==> src/tsyn_pkg.sv <==
// Package for the TCP SYN header extractor: word types, header offsets and
// protocol codes. No dependencies; used by tcp_syn_header_extractor_unit.
package tsyn_pkg;

  localparam int unsigned MAX_FRAME_BYTES_DEF = 65535;

  localparam logic [15:0] ETHERTYPE_IPV4 = 16'h0800;
  localparam logic [7:0]  PROTO_TCP      = 8'h06;

  // Fixed byte offsets inside the frame
  localparam logic [15:0] OFS_ETYPE_HI  = 16'd12;
  localparam logic [15:0] OFS_ETYPE_LO  = 16'd13;
  localparam logic [15:0] OFS_IHL       = 16'd14;
  localparam logic [15:0] OFS_PROTO     = 16'd23;
  localparam logic [15:0] OFS_SRC_FIRST = 16'd26;
  localparam logic [15:0] OFS_SRC_LAST  = 16'd29;
  localparam logic [15:0] OFS_DST_FIRST = 16'd30;
  localparam logic [15:0] OFS_DST_LAST  = 16'd33;

  // Minimum frame lengths for each header
  localparam logic [15:0] MIN_ETH_LEN = 16'd14;
  localparam logic [15:0] MIN_IP_LEN  = 16'd34;
  localparam logic [6:0]  TCP_HDR_LEN = 7'd20;
  localparam logic [6:0]  TCP_FLAG_OFS = 7'd13;
  localparam int unsigned TCP_SYN_BIT = 1;

  localparam logic [15:0] POS_MAX = 16'hFFFF;

  typedef struct packed {
    logic [7:0] frame_byte;
    logic       is_last;
  } tsyn_in_t;

  typedef struct packed {
    logic        verdict;
    logic        syn_event;
    logic [31:0] source_address;
    logic [31:0] destination_address;
    logic [15:0] source_port;
    logic [15:0] destination_port;
    logic [15:0] frame_length;
  } tsyn_out_t;

endpackage

==> src/tcp_syn_header_extractor_unit.sv <==
// TCP SYN header extractor, top level.
// Depends on tsyn_pkg for word types, offsets and protocol codes.
//
// Usage: frame bytes enter on the byte channel (byte_valid/byte_ready,
// byte_data), one word per byte in wire order, is_last set on the final byte.
// A byte counter picks out EtherType, IHL, IP protocol, IPv4 addresses, TCP
// ports and the TCP flag byte. Only the final byte of a frame produces a word
// on the result channel (result_valid/result_ready, result_data): verdict 1
// for a truncated header, else a pass with syn_event set for a TCP SYN, the
// addresses and ports (zero without an event) and the saturated length.
// Throughput: one byte per cycle, set by the single result register, except
// while a result waits; the header checks are a few offset compares on the
// byte counter. The result word is valid in the cycle after the final byte is
// accepted. When the receiver stalls, the result register holds and
// byte_ready drops only while a result waits and result_ready is low.
// Reset (rst, synchronous): counter and captured fields clear, no result is
// pending. After each final byte the capture state clears for the next frame.
module tcp_syn_header_extractor_unit
  import tsyn_pkg::*;
#(
  parameter int unsigned MAX_FRAME_BYTES = MAX_FRAME_BYTES_DEF
) (
  input  logic      clk,
  input  logic      rst,
  input  logic      byte_valid,
  output logic      byte_ready,
  input  tsyn_in_t  byte_data,
  output logic      result_valid,
  input  logic      result_ready,
  output tsyn_out_t result_data
);

  localparam logic [15:0] LEN_CAP = 16'(MAX_FRAME_BYTES);

  logic [15:0] byte_position, byte_position_next;
  logic [15:0] ether_kind, ether_kind_next;
  logic [7:0]  ip_protocol_seen, ip_protocol_seen_next;
  logic [3:0]  header_words, header_words_next;
  logic [31:0] captured_source, captured_source_next;
  logic [31:0] captured_destination, captured_destination_next;
  logic [15:0] captured_source_port, captured_source_port_next;
  logic [15:0] captured_destination_port, captured_destination_port_next;
  logic [7:0]  tcp_flag_byte, tcp_flag_byte_next;

  logic        accept;
  logic [7:0]  b;
  logic [15:0] pos;
  logic [6:0]  tcp_start;
  logic [15:0] tcp_start_w;
  logic [15:0] count;
  tsyn_out_t   result_next;

  assign byte_ready = !result_valid || result_ready;
  assign accept     = byte_valid && byte_ready;
  assign b          = byte_data.frame_byte;
  assign pos        = byte_position;

  // Field capture: the IHL nibble takes effect on its own byte
  always_comb begin
    ether_kind_next                = ether_kind;
    ip_protocol_seen_next          = ip_protocol_seen;
    header_words_next              = header_words;
    captured_source_next           = captured_source;
    captured_destination_next      = captured_destination;
    captured_source_port_next      = captured_source_port;
    captured_destination_port_next = captured_destination_port;
    tcp_flag_byte_next             = tcp_flag_byte;

    if (pos == OFS_ETYPE_HI || pos == OFS_ETYPE_LO) begin
      ether_kind_next = {ether_kind[7:0], b};
    end
    if (pos == OFS_IHL) begin
      header_words_next = b[3:0];
    end
    if (pos == OFS_PROTO) begin
      ip_protocol_seen_next = b;
    end
    if (pos >= OFS_SRC_FIRST && pos <= OFS_SRC_LAST) begin
      captured_source_next = {captured_source[23:0], b};
    end
    if (pos >= OFS_DST_FIRST && pos <= OFS_DST_LAST) begin
      captured_destination_next = {captured_destination[23:0], b};
    end

    tcp_start   = 7'(OFS_IHL) + {1'b0, header_words_next, 2'b00};
    tcp_start_w = {9'd0, tcp_start};

    if (pos == tcp_start_w || pos == tcp_start_w + 16'd1) begin
      captured_source_port_next = {captured_source_port[7:0], b};
    end
    if (pos == tcp_start_w + 16'd2 || pos == tcp_start_w + 16'd3) begin
      captured_destination_port_next = {captured_destination_port[7:0], b};
    end
    if (pos == tcp_start_w + {9'd0, TCP_FLAG_OFS}) begin
      tcp_flag_byte_next = b;
    end

    count = (pos != POS_MAX) ? pos + 16'd1 : POS_MAX;
  end

  // Header checks on the final byte, in priority order
  always_comb begin
    result_next = '0;
    if (count < MIN_ETH_LEN) begin
      result_next.verdict = 1'b1;
    end else if (ether_kind_next != ETHERTYPE_IPV4) begin
      result_next.verdict = 1'b0;
    end else if (count < MIN_IP_LEN) begin
      result_next.verdict = 1'b1;
    end else if (ip_protocol_seen_next != PROTO_TCP) begin
      result_next.verdict = 1'b0;
    end else if (count < tcp_start_w + {9'd0, TCP_HDR_LEN}) begin
      result_next.verdict = 1'b1;
    end else if (tcp_flag_byte_next[TCP_SYN_BIT]) begin
      result_next.syn_event           = 1'b1;
      result_next.source_address      = captured_source_next;
      result_next.destination_address = captured_destination_next;
      result_next.source_port         = captured_source_port_next;
      result_next.destination_port    = captured_destination_port_next;
    end
    result_next.frame_length = (count < LEN_CAP) ? count : LEN_CAP;
  end

  assign byte_position_next = byte_data.is_last ? 16'd0 : count;

  always_ff @(posedge clk) begin
    if (rst) begin
      byte_position             <= '0;
      ether_kind                <= '0;
      ip_protocol_seen          <= '0;
      header_words              <= '0;
      captured_source           <= '0;
      captured_destination      <= '0;
      captured_source_port      <= '0;
      captured_destination_port <= '0;
      tcp_flag_byte             <= '0;
    end else if (accept) begin
      byte_position <= byte_position_next;
      if (byte_data.is_last) begin
        // clear capture state for the next frame
        ether_kind                <= '0;
        ip_protocol_seen          <= '0;
        header_words              <= '0;
        captured_source           <= '0;
        captured_destination      <= '0;
        captured_source_port      <= '0;
        captured_destination_port <= '0;
        tcp_flag_byte             <= '0;
      end else begin
        ether_kind                <= ether_kind_next;
        ip_protocol_seen          <= ip_protocol_seen_next;
        header_words              <= header_words_next;
        captured_source           <= captured_source_next;
        captured_destination      <= captured_destination_next;
        captured_source_port      <= captured_source_port_next;
        captured_destination_port <= captured_destination_port_next;
        tcp_flag_byte             <= tcp_flag_byte_next;
      end
    end
  end

  // Result register: load on a final byte, drop once taken
  always_ff @(posedge clk) begin
    if (rst) begin
      result_valid <= 1'b0;
    end else if (accept && byte_data.is_last) begin
      result_valid <= 1'b1;
    end else if (result_ready) begin
      result_valid <= 1'b0;
    end
  end

  always_ff @(posedge clk) begin
    if (accept && byte_data.is_last) begin
      result_data <= result_next;
    end
  end

`ifndef SYNTHESIS
  a_clear_after_last: assert property (@(posedge clk) disable iff (rst)
    accept && byte_data.is_last |=> byte_position == 16'd0 && header_words == 4'd0)
    else $error("capture state not cleared after final byte");

  a_count_advance: assert property (@(posedge clk) disable iff (rst)
    accept && !byte_data.is_last && byte_position != POS_MAX
    |=> byte_position == $past(byte_position) + 16'd1)
    else $error("byte counter did not advance");

  a_result_loaded: assert property (@(posedge clk) disable iff (rst)
    accept && byte_data.is_last |=> result_valid)
    else $error("final byte produced no result");

  a_syn_not_abort: assert property (@(posedge clk) disable iff (rst)
    result_valid && result_data.syn_event |-> !result_data.verdict)
    else $error("SYN event reported with abort verdict");

  a_no_event_zero: assert property (@(posedge clk) disable iff (rst)
    result_valid && !result_data.syn_event
    |-> result_data.source_address == 32'd0 && result_data.destination_address == 32'd0
        && result_data.source_port == 16'd0 && result_data.destination_port == 16'd0)
    else $error("address or port fields set without SYN event");
`endif

endmodule

==> config.mk <==
export PLATFORM = sky130hd
export DESIGN_NAME = tcp_syn_header_extractor_unit
export DESIGN_NICKNAME = d
export VERILOG_FILES = /design/src/tsyn_pkg.sv /design/src/tcp_syn_header_extractor_unit.sv
export SDC_FILE = /design/constraint.sdc
export NUM_CORES = 1
export LEC_CHECK = 0
export ABC_CLOCK_PERIOD_IN_PS = 7500
export BUFFER_PORTS_ARGS = -buffer_cell sky130_fd_sc_hd__buf_4
export CAP_MARGIN = 10
export CORE_MARGIN = 1
export CORE_UTILIZATION = 50
export DETAILED_ROUTE_END_ITERATION = 10
export GPL_TIMING_DRIVEN = 0
export HOLD_SLACK_MARGIN = 0.12
export PLACE_DENSITY = 0.7
export SYNTH_ARGS = -nofsm -noshare
export SYNTH_HDL_FRONTEND = slang
export SYNTH_SLANG_ARGS = --single-unit
==> constraint.sdc <==
create_clock -name clk -period 7.5 [get_ports clk]
set_input_delay 0.75 -clock clk [delete_from_list [all_inputs] [get_ports clk]]
set_output_delay 0.75 -clock clk [all_outputs]
set_load 0.02 [all_outputs]
==> results of run 1 <==
registers in the layout, indices dropped and copies added (netlist names), 4 cells and up:
register / cells
result_data: 114
captured_destination: 32
captured_source: 32
byte_position: 16
captured_destination_port: 16
captured_source_port: 16
ether_kind: 16
ip_protocol_seen: 8
header_words: 4
routing by layer:
layer,wire length [um],vias up,global-route usage [%]
met2,14170,344,40.28
met1,14230,4540,37.37
met3,1991,49,4.002
met5,0,-,0
met4,640,0,7.524
li1,-,4429,-
layout make-up:
type	count	area, um^2
clock buffer	35	715.7
buffer	93	370.4
fill	1896	8895
sequential	256	6266
multi-input combinational	748	4880
inverter	11	43.79
tap	285	356.6
timing repair buffer	129	985.9
clock inverter	12	127.6
cells by family (layout without fill, tap and decap cells):
group | after synthesis | after routing | share of synthesized area, %
AND/OR/NAND/NOR | 402 | 402 | 17.16
flip-flops | 256 | 256 | 54.22
AO/OA/AOI/OAI | 210 | 210 | 13.14
buffers and inverters | 104 | 280 | 3.562
multiplexers | 102 | 102 | 8.856
XOR/XNOR | 21 | 21 | 1.656
adder cells (fa/ha/maj) | 13 | 13 | 1.407
worst max-delay path by stage:
stage / cells after the start / to / from / slack, ns
2_1_floorplan: 24 / result_data[100] / byte_position[1] / 2.15
3_3_place_gp: 24 / result_data[98] / byte_position[1] / 0.81
3_5_place_dp: 24 / result_data[98] / byte_position[1] / 0.71
4_1_cts: 24 / result_data[110] / byte_position[1] / 0.67
5_1_grt: 24 / result_data[97] / byte_position[1] / 0.13
6_report: 24 / result_data[98] / byte_position[1] / 0.59
metrics by stage:
stage                     util (%)  instances  cell area [um^2]  hold slack [ns]  power [W]
after floorplan                  -       1108             11560           0.4487   0.001612
after detailed placement     56.99       1522             12900           0.4637   0.001693
final                        60.71       1569             13750           0.4858   0.002950
after global placement       56.83       1520             12870           0.4602   0.001693
after CTS                    60.71       1569             13750           0.4824   0.002961
after global routing         60.71       1569             13750           0.4990   0.003029
worst max-delay path: stages (launching register included):
cell      delay, ns
dfxtp_1        0.53
ha_1           0.31
or3b_2         0.50
nor4_4         0.36
buf_2          0.32
nand2_1        0.10
nand2_1        0.19
inv_1          0.12
ha_1           0.30
clkbuf_1       0.28
nor3_1         0.24
a21oi_1        0.06
o31ai_1        0.27
xnor2_1        0.17
ha_1           0.27
a21o_1         0.16
a21o_1         0.17
a21o_1         0.18
a2111o_1       0.34
nand3_1        0.11
a211o_1        0.12
clkbuf_1       0.47
clkbuf_1       0.56
clkbuf_1       0.39
nor3_1         0.12
synth_stat cells, types with 3 or more instances:
library cell and n:
a211oi_1 3, a21o_1 6, a21oi_1 18, a22o_1 17, a22oi_1 123, a31oi_1 4
and2_1 4, and3_1 10, and4_1 3, buf_1 4, buf_2 11, clkbuf_1 77
dfxtp_1 142, edfxtp_1 114, ha_1 13, inv_1 11, mux2i_1 100, nand2_1 37
nand2b_1 11, nand3_1 12, nand3b_1 4, nand4_1 11, nor2_1 150, nor2b_1 18
nor3_1 108, nor3b_1 3, nor4_1 7, o21ai_0 16, o21ai_1 4, or3_1 3
or4_1 5, xnor2_1 15, xor2_1 5
power groups by stage:
stage	sequential, W	combinational (W)	clock, W
after floorplan	0.00156	0.0000500	0
after global placement	0.00153	0.000166	0
after detailed placement	0.00152	0.000170	0
after CTS	0.00149	0.000171	0.00130
after global routing	0.00149	0.000179	0.00136
final	0.00149	0.000172	0.00129
==> flow_metrics.env, run 1 <==
export IMPL_diodes=0
export IMPL_clk_root_buffer_cell="clkbuf_16"
export IMPL_grt_max_degree=79
export IMPL_coreArea_mm2=0.02264
export IMPL_h_tree_depth=1
export IMPL_finalHoldViolCount=0
export IMPL_fin_nets=1291
export IMPL_wl_per_cell_um=19.78
export IMPL_pwr_density_cell_mw_per_mm2=214.6
export IMPL_status="complete, no violations"
export IMPL_worstReg2RegEnd="result_data[98]"
export IMPL_chipHeight_um=154.0
export IMPL_synth_distinct_cells=62
export IMPL_fin_ws_ns=0.5945
export IMPL_min_path_cells=1
export IMPL_pwr_share_comb_pct=5.8
export IMPL_cts_resized=0
export IMPL_vias=9362
export IMPL_rows=55
export IMPL_seq_power_share_pct=50.6
export IMPL_min_period_over_period_pct=92.07
export IMPL_pre_cts_slack_ns=0.7075
export IMPL_path_class="reg -> reg"
export IMPL_rsz0062_at_grt="false"
export IMPL_grt_pass1_vias=8747
export IMPL_ys_warn_count=0
export IMPL_ys_seq_area_share_pct=54.22
export IMPL_cap_violations=0
export IMPL_crit_reg2reg_launch="byte_position[1]"
export IMPL_synth_edf_count=114
export IMPL_drtPass1Iterations=6
export IMPL_min_from="captured_destination_port[10]"
export IMPL_port_buffers=127
export IMPL_cts_buffer_depth=3
export IMPL_final_common_cell="nor2_1"
export IMPL_reg2reg_slack_ns=0.59
export IMPL_tns_ns=0
export IMPL_antenna_found_initial=0
export IMPL_period_needed_ns=6.906
export IMPL_syn_area_mm2=0.01156
export IMPL_io_pins=129
export IMPL_hold_end="captured_destination_port[10]"
export IMPL_clk_latency_ns=0.55
export IMPL_max_freq_mhz=144.8
export IMPL_overflow=0
export IMPL_drv_slew=0
export IMPL_p_sw_share_pct=22.88
export IMPL_synth_top_area_share_pct=29.62
export IMPL_routed_wl_mm=31.03
export IMPL_syn_instance_count=1108
export IMPL_syn_nets=1134
export IMPL_skew_ns=0.01835
export IMPL_die_w_um=154.0
export IMPL_gp_congestion=0.9067
export IMPL_ys_flop_type="dfxtp_1"
export IMPL_crit_fanout=10
export IMPL_die_area_mm2=0.02373
export IMPL_worst_pin_slew_ns=1.222
export IMPL_critPathLaunchType="flip-flop"
export IMPL_intPower_w=0.002275
export IMPL_synthArstFlopShare_pct=0
export IMPL_cts_setup_buffers=0
export IMPL_drc=0
export IMPL_grt_first_pass_wirelength_mm=48.26
export IMPL_cp_arrival_ns=7.19
export IMPL_path_clk_slew_ns=0.06
export IMPL_synth_seq_cells=256
export IMPL_start_util_pct=51.05
export IMPL_peakVddDrop_mv=0.1877
export IMPL_hpwl_mm=21.45
export IMPL_cts_tree="built"
export IMPL_hold_buffers=0
export IMPL_cts_sink_count=256
export IMPL_finalSetupViolCount=0
export IMPL_relSlewSlack_pct=17.75
export IMPL_netSwitchingPower_w=0.0006748
export IMPL_hp_class="reg -> reg"
export IMPL_layout_common_cells="nor2_1 (150), dfxtp_1 (142), buf_4 (127), a22oi_1 (123), edfxtp_1 (114)"
export IMPL_drive_above_1_share_pct=15.19
export IMPL_vias_per_cell=5.967
export IMPL_end_kind="flip-flop"
export IMPL_avgSynthCellArea_um2=10.43
export IMPL_p_leak_nw=4.917
export IMPL_ant_nets=0
export IMPL_synth_area_leaders="edfxtp_1 (30%), dfxtp_1 (25%), mux2i_1 (8.7%), a22oi_1 (8.0%), nor2_1 (4.9%)"
export IMPL_rr_worst_depth=24
export IMPL_worstPathRequired_ns=7.78
export IMPL_grt_total_usage_pct=25.92
export IMPL_drt_initial_drc_count=838
export IMPL_syn2layout_area_growth_pct=18.93
export IMPL_clock_power_share_pct=43.6
export IMPL_numCtsBuffers=26
export IMPL_synth_top_area_cell="edfxtp_1"
No activity file was read; power rests on OpenSTA's default activity.
==> run 2, diff against run 1 <==
--- a/config.mk
+++ b/config.mk
@@ -5,7 +5,7 @@
 export SDC_FILE = /design/constraint.sdc
 export NUM_CORES = 1
 export LEC_CHECK = 0
-export ABC_CLOCK_PERIOD_IN_PS = 7500
+export ABC_CLOCK_PERIOD_IN_PS = 6500
 export BUFFER_PORTS_ARGS = -buffer_cell sky130_fd_sc_hd__buf_4
 export CAP_MARGIN = 10
 export CORE_MARGIN = 1
==> constraint.sdc (replaced) <==
create_clock -name clk -period 6.5 [get_ports clk]
set_input_delay 0.65 -clock clk [delete_from_list [all_inputs] [get_ports clk]]
set_output_delay 0.65 -clock clk [all_outputs]
set_load 0.02 [all_outputs]
==> run 2 against run 1 <==
Clock power is 15% higher. Core utilization up 0.083 points. Critical endpoint is now result_data[17]. Highest routed layer unchanged. Clock-buffer cell count did not move. Largest power group unchanged. First-iteration DRC count increased by 13%. Critical path depth fell by 1.
==> flow_metrics.env, run 2 (same netlist as run 1, synthesis figures left out) <==
export IMPL_status="complete, no violations"
export IMPL_reg2reg_slack_ns=0.42
export IMPL_pre_cts_slack_ns=-0.2926
export IMPL_period_needed_ns=6.075
export IMPL_cp_startpoint="byte_position[0]"
export IMPL_layout_common_cells="nor2_1 (150), dfxtp_1 (141), buf_4 (129), a22oi_1 (123), edfxtp_1 (114)"
export IMPL_final_cell_area_mm2=0.01376
export IMPL_ff_latch_area_mm2=0.006267
export IMPL_cts_buffer_depth=3
export IMPL_cp_cell_sequence="inv_1 > ha_1 > or3b_2 > nor4_4 > buf_2 > nand2_1 > nand2_1 > inv_1 > ha_1 > clkbuf_1 > nor3_1 > a21oi_1 > o31ai_1 > xnor2_1 > ha_1 > a21o_1 > a21o_1 > a21o_1 > o21bai_1 > nand3_1 > a211o_2 > clkbuf_4 > nor4_1"
export IMPL_antenna_found_initial=0
export IMPL_cts_sink_count=256
export IMPL_crit_reg2reg_launch="byte_position[0]"
export IMPL_fin_nets=1291
export IMPL_io_pins=129
export IMPL_fin_ws_ns=0.4249
export IMPL_worstPathRequired_ns=6.75
export IMPL_crit_path_max_incr_delay_ns=0.57
export IMPL_path_clk_slew_ns=0.06
export IMPL_largestRegisters="result_data x114, captured_destination x32, captured_source x32"
export IMPL_relSlewSlack_pct=15.43
export IMPL_crit_buf_inv=5
export IMPL_critPathLaunchType="flip-flop"
export IMPL_end_kind="flip-flop"
export IMPL_critical_path_top_delay_family="simple AND/OR/NAND/NOR gates"
export IMPL_seq_power_share_pct=50.6
export IMPL_p_sw_share_pct=22.88
export IMPL_pwr_density_cell_mw_per_mm2=247.3
export IMPL_placed_area_mm2=0.01290
export IMPL_max_freq_mhz=164.6
export IMPL_rows=55
export IMPL_chipHeight_um=154.0
export IMPL_drv_slew=0
export IMPL_cts_tree="built"
export IMPL_slowest_stage="nor4_1"
export IMPL_largest_reg_flops=114
export IMPL_vias=9372
export IMPL_hpwl_mm=21.45
export IMPL_drc=0
export IMPL_grt_first_pass_wirelength_mm=48.26
export IMPL_die_area_mm2=0.02373
export IMPL_use_met3_pct=4.030
export IMPL_min_path_cells=1
export IMPL_overflow=0
export IMPL_grtUsageMet2_pct=40.28
export IMPL_peakVddDrop_mv=0.2165
export IMPL_vias_per_cell=5.973
export IMPL_hold_end="captured_destination_port[10]"
export IMPL_diodes=0
export IMPL_clk_latency_ns=0.55
export IMPL_die_w_um=154.0
export IMPL_hp_class="reg -> reg"
export IMPL_gp_congestion=0.9067
export IMPL_drive_above_1_share_pct=15.89
export IMPL_hold_buffers=0
export IMPL_grt_use_met1_pct=37.35
export IMPL_rsz0062_at_grt="false"
export IMPL_drt_initial_drc_count=945
export IMPL_worst_pin_slew_ns=1.257
export IMPL_intPower_w=0.002625
export IMPL_numCtsBuffers=26
export IMPL_drtPass1Iterations=8
export IMPL_final_common_cell="nor2_1"
export IMPL_clk_root_buffer_cell="clkbuf_16"
export IMPL_n_fill_cell=1895
export IMPL_min_period_over_period_pct=93.46
export IMPL_wl_per_cell_um=19.79
export IMPL_worstReg2RegEnd="result_data[17]"
export IMPL_finalHoldViolCount=0
export IMPL_hold_ws_ns=0.4858
export IMPL_clock_power_share_pct=43.6
export IMPL_skew_ns=0.02062
export IMPL_pwr_share_comb_pct=5.8
export IMPL_cp_arrival_ns=6.33
export IMPL_crit_fanout=10
export IMPL_port_buffers=127
export IMPL_min_from="captured_destination_port[10]"
export IMPL_grt_total_usage_pct=25.92
export IMPL_coreArea_mm2=0.02264
export IMPL_syn2layout_area_growth_pct=19.10
export IMPL_utilization_pct=60.80
export IMPL_start_util_pct=51.05
export IMPL_h_tree_depth=1
export IMPL_grt_max_degree=79
export IMPL_routed_wl_mm=31.05
export IMPL_p_leak_nw=4.939
export IMPL_regMostFlops="result_data"
export IMPL_netSwitchingPower_w=0.0007788
export IMPL_ant_nets=0
export IMPL_grt_busiest_layer="met2"
export IMPL_path_class="reg -> reg"
export IMPL_rr_worst_depth=23
export IMPL_multi_input_area_mm2=0.004881
export IMPL_finalSetupViolCount=0
export IMPL_cap_violations=0
export IMPL_grt_pass1_vias=8745
## run 2: cell count changes in the layout (fill, tap and decap cells not counted), sizes merged
| cell | before | now |
|---|---|---|
| buf | 145 | 147 |
| clkbuf | 112 | 110 |
## run 2: timing repair
| action | in CTS | in global routing |
|---|---|---|
| gates resized for setup | 1 | 12 |
| buffers inserted | 0 | 2 |
| setup endpoints to repair | 33 | 97 |
| pin swaps | 0 | 1 |
## run 2: worst reg2reg max path, stage by stage (launching register included)
cell	delay, ns
dfxtp_1	0.41
inv_1	0.15
ha_1	0.25
or3b_2	0.50
nor4_4	0.41
buf_2	0.31
nand2_1	0.10
nand2_1	0.18
inv_1	0.12
ha_1	0.28
clkbuf_1	0.18
nor3_1	0.21
a21oi_1	0.06
o31ai_1	0.27
xnor2_1	0.12
ha_1	0.31
a21o_1	0.11
a21o_1	0.10
a21o_1	0.12
o21bai_1	0.17
nand3_1	0.12
a211o_2	0.47
clkbuf_4	0.27
nor4_1	0.57
## run 2: area by class of cell
class                   count  share of cell area, %
clock buffers              35                  5.200
well taps                 285                  2.591
clock inverters            12                 0.9272
flip-flops and latches    256                  45.53
plain buffers              91                  2.700
repair buffers            131                  7.272
multi-input cells         748                  35.46
inverters                  11                 0.3182
## run 2: worst max path at each step
stage	endpoint	slack [ns]	cells after the start
after floorplan	result_data[100]	1.15	24
after global placement	result_data[98]	-0.19	24
after detailed placement	result_data[98]	-0.29	24
after CTS	result_data[110]	0.04	23
after global routing	result_data[107]	0.07	23
final	result_data[17]	0.42	23
## run 2: power groups by stage
stage | sequential (W) | clock [W] | combinational [W]
after floorplan | 0.00180 | 0 | 0.0000577
after global placement | 0.00176 | 0 | 0.000192
after detailed placement | 0.00176 | 0 | 0.000197
after CTS | 0.00172 | 0.00150 | 0.000197
after global routing | 0.00172 | 0.00156 | 0.000207
final | 0.00172 | 0.00148 | 0.000198
## run 2: per-layer routing
layer,vias to the layer above,share of wire [%]
li1,4428,-
met1,4529,45
met2,364,46
met3,51,7.5
met4,0,2.1
met5,-,0
## run 2: per-stage QoR
step / setup TNS (ns) / std cells / power [W]
2_1_floorplan: 0 / 1108 / 0.001860
3_3_place_gp: -4.886 / 1520 / 0.001954
3_5_place_dp: -8.102 / 1522 / 0.001954
4_1_cts: 0 / 1568 / 0.003417
5_1_grt: 0 / 1569 / 0.003496
6_report: 0 / 1569 / 0.003403
